[src/design/zobtt_pkg.sv]
// Types and codes for the Zobrist transposition table unit.
// No dependencies.
package zobtt_pkg;

	localparam logic [2:0] KIND_CLEAR  = 3'd0;
	localparam logic [2:0] KIND_INSERT = 3'd1;
	localparam logic [2:0] KIND_LOOKUP = 3'd2;
	localparam logic [2:0] KIND_STEP   = 3'd3;
	localparam logic [2:0] KIND_LOAD   = 3'd4;

	localparam int QDEPTH = 4;
	localparam int QPTR_W = $clog2(QDEPTH);

	typedef struct packed {
		logic [2:0]         kind;
		logic               side;
		logic               piece;
		logic [5:0]         square;
		logic [15:0]        move_word;
		logic signed [15:0] score;
		logic signed [7:0]  depth;
		logic [1:0]         bound_flag;
		logic [63:0]        random_word;
	} item_t;

	typedef struct packed {
		logic         valid;
		item_t        item;
	} q_head_t;

	typedef struct packed {
		logic               hit;
		logic [15:0]        found_move;
		logic signed [15:0] found_score;
		logic signed [7:0]  found_depth;
		logic [1:0]         found_flag;
	} result_t;

endpackage

[src/design/zobtt_front.sv]
// Front end: accepts item beats into a short queue ahead of the back end.
// Depends on zobtt_pkg.
module zobtt_front import zobtt_pkg::*; (
	input  logic    clk,
	input  logic    arst_n,
	input  logic    accept_en,
	input  logic    in_valid,
	output logic    in_ready,
	input  item_t   in_item,
	output q_head_t head,
	input  logic    pop
);

	item_t             q_mem_q [QDEPTH];
	logic [QPTR_W-1:0] wr_ptr_q;
	logic [QPTR_W-1:0] rd_ptr_q;
	logic [QPTR_W:0]   count_q;
	logic              push;
	logic              do_pop;

	assign in_ready   = accept_en && (count_q != (QPTR_W+1)'(QDEPTH));
	assign push       = in_valid && in_ready;
	assign head.valid = (count_q != '0);
	assign head.item  = q_mem_q[rd_ptr_q];
	assign do_pop     = pop && head.valid;

	always_ff @(posedge clk) begin
		if (push) begin
			q_mem_q[wr_ptr_q] <= in_item;
		end
	end

	always_ff @(posedge clk or negedge arst_n) begin
		if (!arst_n) begin
			wr_ptr_q <= '0;
			rd_ptr_q <= '0;
			count_q  <= '0;
		end else begin
			if (push) begin
				wr_ptr_q <= wr_ptr_q + 1'b1;
			end
			if (do_pop) begin
				rd_ptr_q <= rd_ptr_q + 1'b1;
			end
			case ({push, do_pop})
				2'b10:   count_q <= count_q + 1'b1;
				2'b01:   count_q <= count_q - 1'b1;
				default: count_q <= count_q;
			endcase
		end
	end

endmodule

[config.mk]
export PLATFORM = sky130hd
export DESIGN_NAME = zobtt_front
export DESIGN_NICKNAME = d
export VERILOG_FILES = /design/src/design/zobtt_pkg.sv /design/src/design/zobtt_front.sv
export SDC_FILE = /design/constraint.sdc
export NUM_CORES = 1
export LEC_CHECK = 0
export BUFFER_PORTS_ARGS = -buffer_cell sky130_fd_sc_hd__buf_2
export CORE_AREA = 4 4 192 194
export CTS_CLUSTER_DIAMETER = 40
export DETAILED_ROUTE_END_ITERATION = 8
export DIE_AREA = 0 0 196 198
export PLACE_DENSITY_LB_ADDON = 0.1
export SYNTH_ARGS = -nofsm -noshare
export SYNTH_HDL_FRONTEND = slang
export SYNTH_SLANG_ARGS = --single-unit
[constraint.sdc]
create_clock -name clk -period 5.45 [get_ports clk]
set_input_delay 0.545 -clock clk [delete_from_list [all_inputs] [get_ports clk]]
set_output_delay 0.545 -clock clk [all_outputs]
set_load 0.02 [all_outputs]
==> flow_metrics.tcl <==
set metrics [dict create \
    seq_area_frac_synth_pct 81.7 \
    critPathRequiredTime_ns 4.91 \
    drive_above_1_share_pct 47.2 \
    postPlaceCellArea_mm2 0.0190 \
    first_pass_iters 4 \
    gp_congestion 0.738 \
    ys.warnings.count 0 \
    cts_resized 0 \
    layout_min_cycle_time_ns 3.50 \
    path_buf_inv 2 \
    grt_antenna_before_repair 6 \
    postLayoutCellArea_mm2 0.0209 \
    fill_cells 2559 \
    dieArea_mm2 0.0388 \
    routed-wl-met3_um 2200 \
    grt_pass1_wl_um 51700 \
    yosys.area.top_type_share_pct 80.7 \
    via_per_inst 5.40 \
    slew-limit-headroom_pct 34.6 \
    crit_path_cell_trace "buf_4 > mux4_2 > buf_2" \
    worst_slew_pin_slew_ns 0.980 \
    synth_area_per_cell_um2 26.8 \
    met2_length_um 17500 \
    numCtsBuffers 54 \
    wl_um 33500 \
    critPathTopFamily "flip-flops" \
    tns_ns 0 \
    grt_pass1_vias 8671 \
    drtIter0Drc 427 \
    fin_crit_sh_pct 64.2 \
    cts_sinks 475 \
    r2r-end "q_mem_q[3][45]" \
    p_leak_nw 7.10 \
    drv_slew 0 \
    die_h_um 198 \
    holdCritPathClass "input pin to flop" \
    slowest_delay_ns 1.07 \
    clkTransAtPathRegs_ns 0.06 \
    grt_overflow 0 \
    yosysTopAreaCell "edfxtp_1" \
    clock_skew_ns 0.0115 \
    reg2reg_depth 4 \
    hold_start "in_item[56]" \
    worstPathArrival_ns 2.96 \
    path_class "flop to primary output" \
    max_clock_freq_ghz 0.286 \
    path_max_fanout 47 \
    finalHoldViolations 0 \
    routed.top_layer "met5" \
    wl_met1_um 13200 \
    critPathLaunch "rd_ptr_q[0]" \
    final_common_cell "edfxtp_1" \
    slowest_stage "dfrtp_4" \
    grt_setup_unrepaired "no" \
    finalSetupViolations 0 \
    htree_levels 2 \
    ctsHoldBuffers 1 \
    via_count 7767 \
    cp-start-kind "flop" \
    syn_area_mm2 0.0174 \
    syn_nets 778 \
    std_cell_rows 69 \
    pin_count 241 \
    die_w_um 196 \
    post-cts-setup-buffers 0 \
    cts.path.max_buffers 3 \
    maxCapViolations 0 \
    rr_startpoint "count_q[0]" \
    powerDensity_mw_per_mm2 545 \
    nets 1057 \
    crit_end "head[115]" \
    initial_core_util_pct 49.4 \
    dp_hpwl_um 19900 \
    core_mm2 0.0352 \
    area_growth_pct 20.1 \
    cts_tree "built" \
    grt.total_usage_pct 17.5 \
    synth_seq_cells 475 \
    syn_inst 650 \
    cts-root-buf "clkbuf_16" \
    drc 0 \
    drtAntennaViolNets 0 \
    vdd_drop_max_v 0.000300 \
    port_buffers 240 \
    layout_common_cells "edfxtp_1, buf_2, mux4_2, clkbuf_16" \
    critPathCaptureType "primary output" \
    synthDistinctLibCells 22 \
    outcome "completed" \
    synthTopCellsByArea "edfxtp_1, mux4_2, buf_12" \
    grt_start_max_net_pins 66 \
    worst-path-stages 3 \
    r2r_setup_slack_ns 2.92 \
    wl_per_cell_um 23.3 \
    insertion_delay_ns 0.56 \
]
==> layer usage <==
layer  vias to the layer above  track usage [%]
li1                       3381                -
met1                      4099             22.8
met2                       228             29.7
met3                        51             4.73
met4                         8             4.60
met5                         -                0
==> sequential cells by signal, indices dropped and copies added (netlist names) <==
register and count:
count_q 3, wr_ptr_q 2, rd_ptr_q 2, q_mem_q 468
==> layout make-up <==
class	instances	area, µm²	area share, %
antenna	4	10.0	0.0479
clock inverter	36	399	1.91
timing repair buffer	249	1330	6.38
inverter	6	22.5	0.108
tap	461	577	2.76
clock buffer	64	1450	6.95
multi-input combinational	143	2870	13.7
sequential	475	14200	68.1
==> synthesized netlist by cell type <==
cell      instances
a21boi_0          1
a21oi_2           1
and2_1            4
buf_12           10
buf_2             5
buf_4             1
buf_6             3
clkbuf_1          7
dfrtp_1           7
edfxtp_1        468
fa_1              1
ha_1              5
inv_1             6
mux2_2            1
mux2i_1           1
mux4_2          117
nand2_1           2
nor2_1            2
o31a_1            1
or3_1             1
xnor2_1           3
xor2_1            3
==> power breakdown <==
| part | internal, W | switching [W] | total (W) |
|---|---|---|---|
| Combinational | 0.00129 | 0.00172 | 0.00301 |
| Clock | 0.00225 | 0.00139 | 0.00363 |
| Sequential | 0.00445 | 0.000301 | 0.00475 |
| Total | 0.00799 | 0.00341 | 0.0114 |
==> through the flow <==
step / hold slack [ns] / total power, W / instances / utilization [%] / setup WS [ns]
3_5_place_dp: 0.393 / 0.00794 / 1333 / 54.0 / 2.40
5_1_grt: 0.165 / 0.0119 / 1436 / 59.3 / 1.64
6_report: 0.196 / 0.0114 / 1438 / 59.3 / 1.95
4_1_cts: 0.163 / 0.0116 / 1434 / 59.3 / 1.78
2_1_floorplan: 0.249 / 0.00705 / 650 / - / 1.41
3_3_place_gp: 0.381 / 0.00787 / 1333 / 54.0 / 2.44
==> logic make-up (layout without fill, tap and decap cells) <==
kind of cell    count (synthesis)  after routing  synth area share, %
flops                         475            475                 81.7
mux                           119            119                 15.3
buf+inv                        32            355                 1.81
simple gates                    9              9                0.266
fa+ha+maj                       6              6                0.474
xor+xnor                        6              6                0.302
compound gates                  3              3                0.144
other cells                     0              4                    0
==> how the worst min path moves through the flow <==
stage | end | slack, ns | cells after the start
2_1_floorplan | count_q[0] | 0.25 | 0
3_3_place_gp | count_q[1] | 0.38 | 1
3_5_place_dp | count_q[2] | 0.39 | 1
4_1_cts | q_mem_q[3][56] | 0.16 | 1
5_1_grt | q_mem_q[3][47] | 0.16 | 1
6_report | q_mem_q[3][56] | 0.20 | 1
No activity file was read; power rests on OpenSTA's default activity.
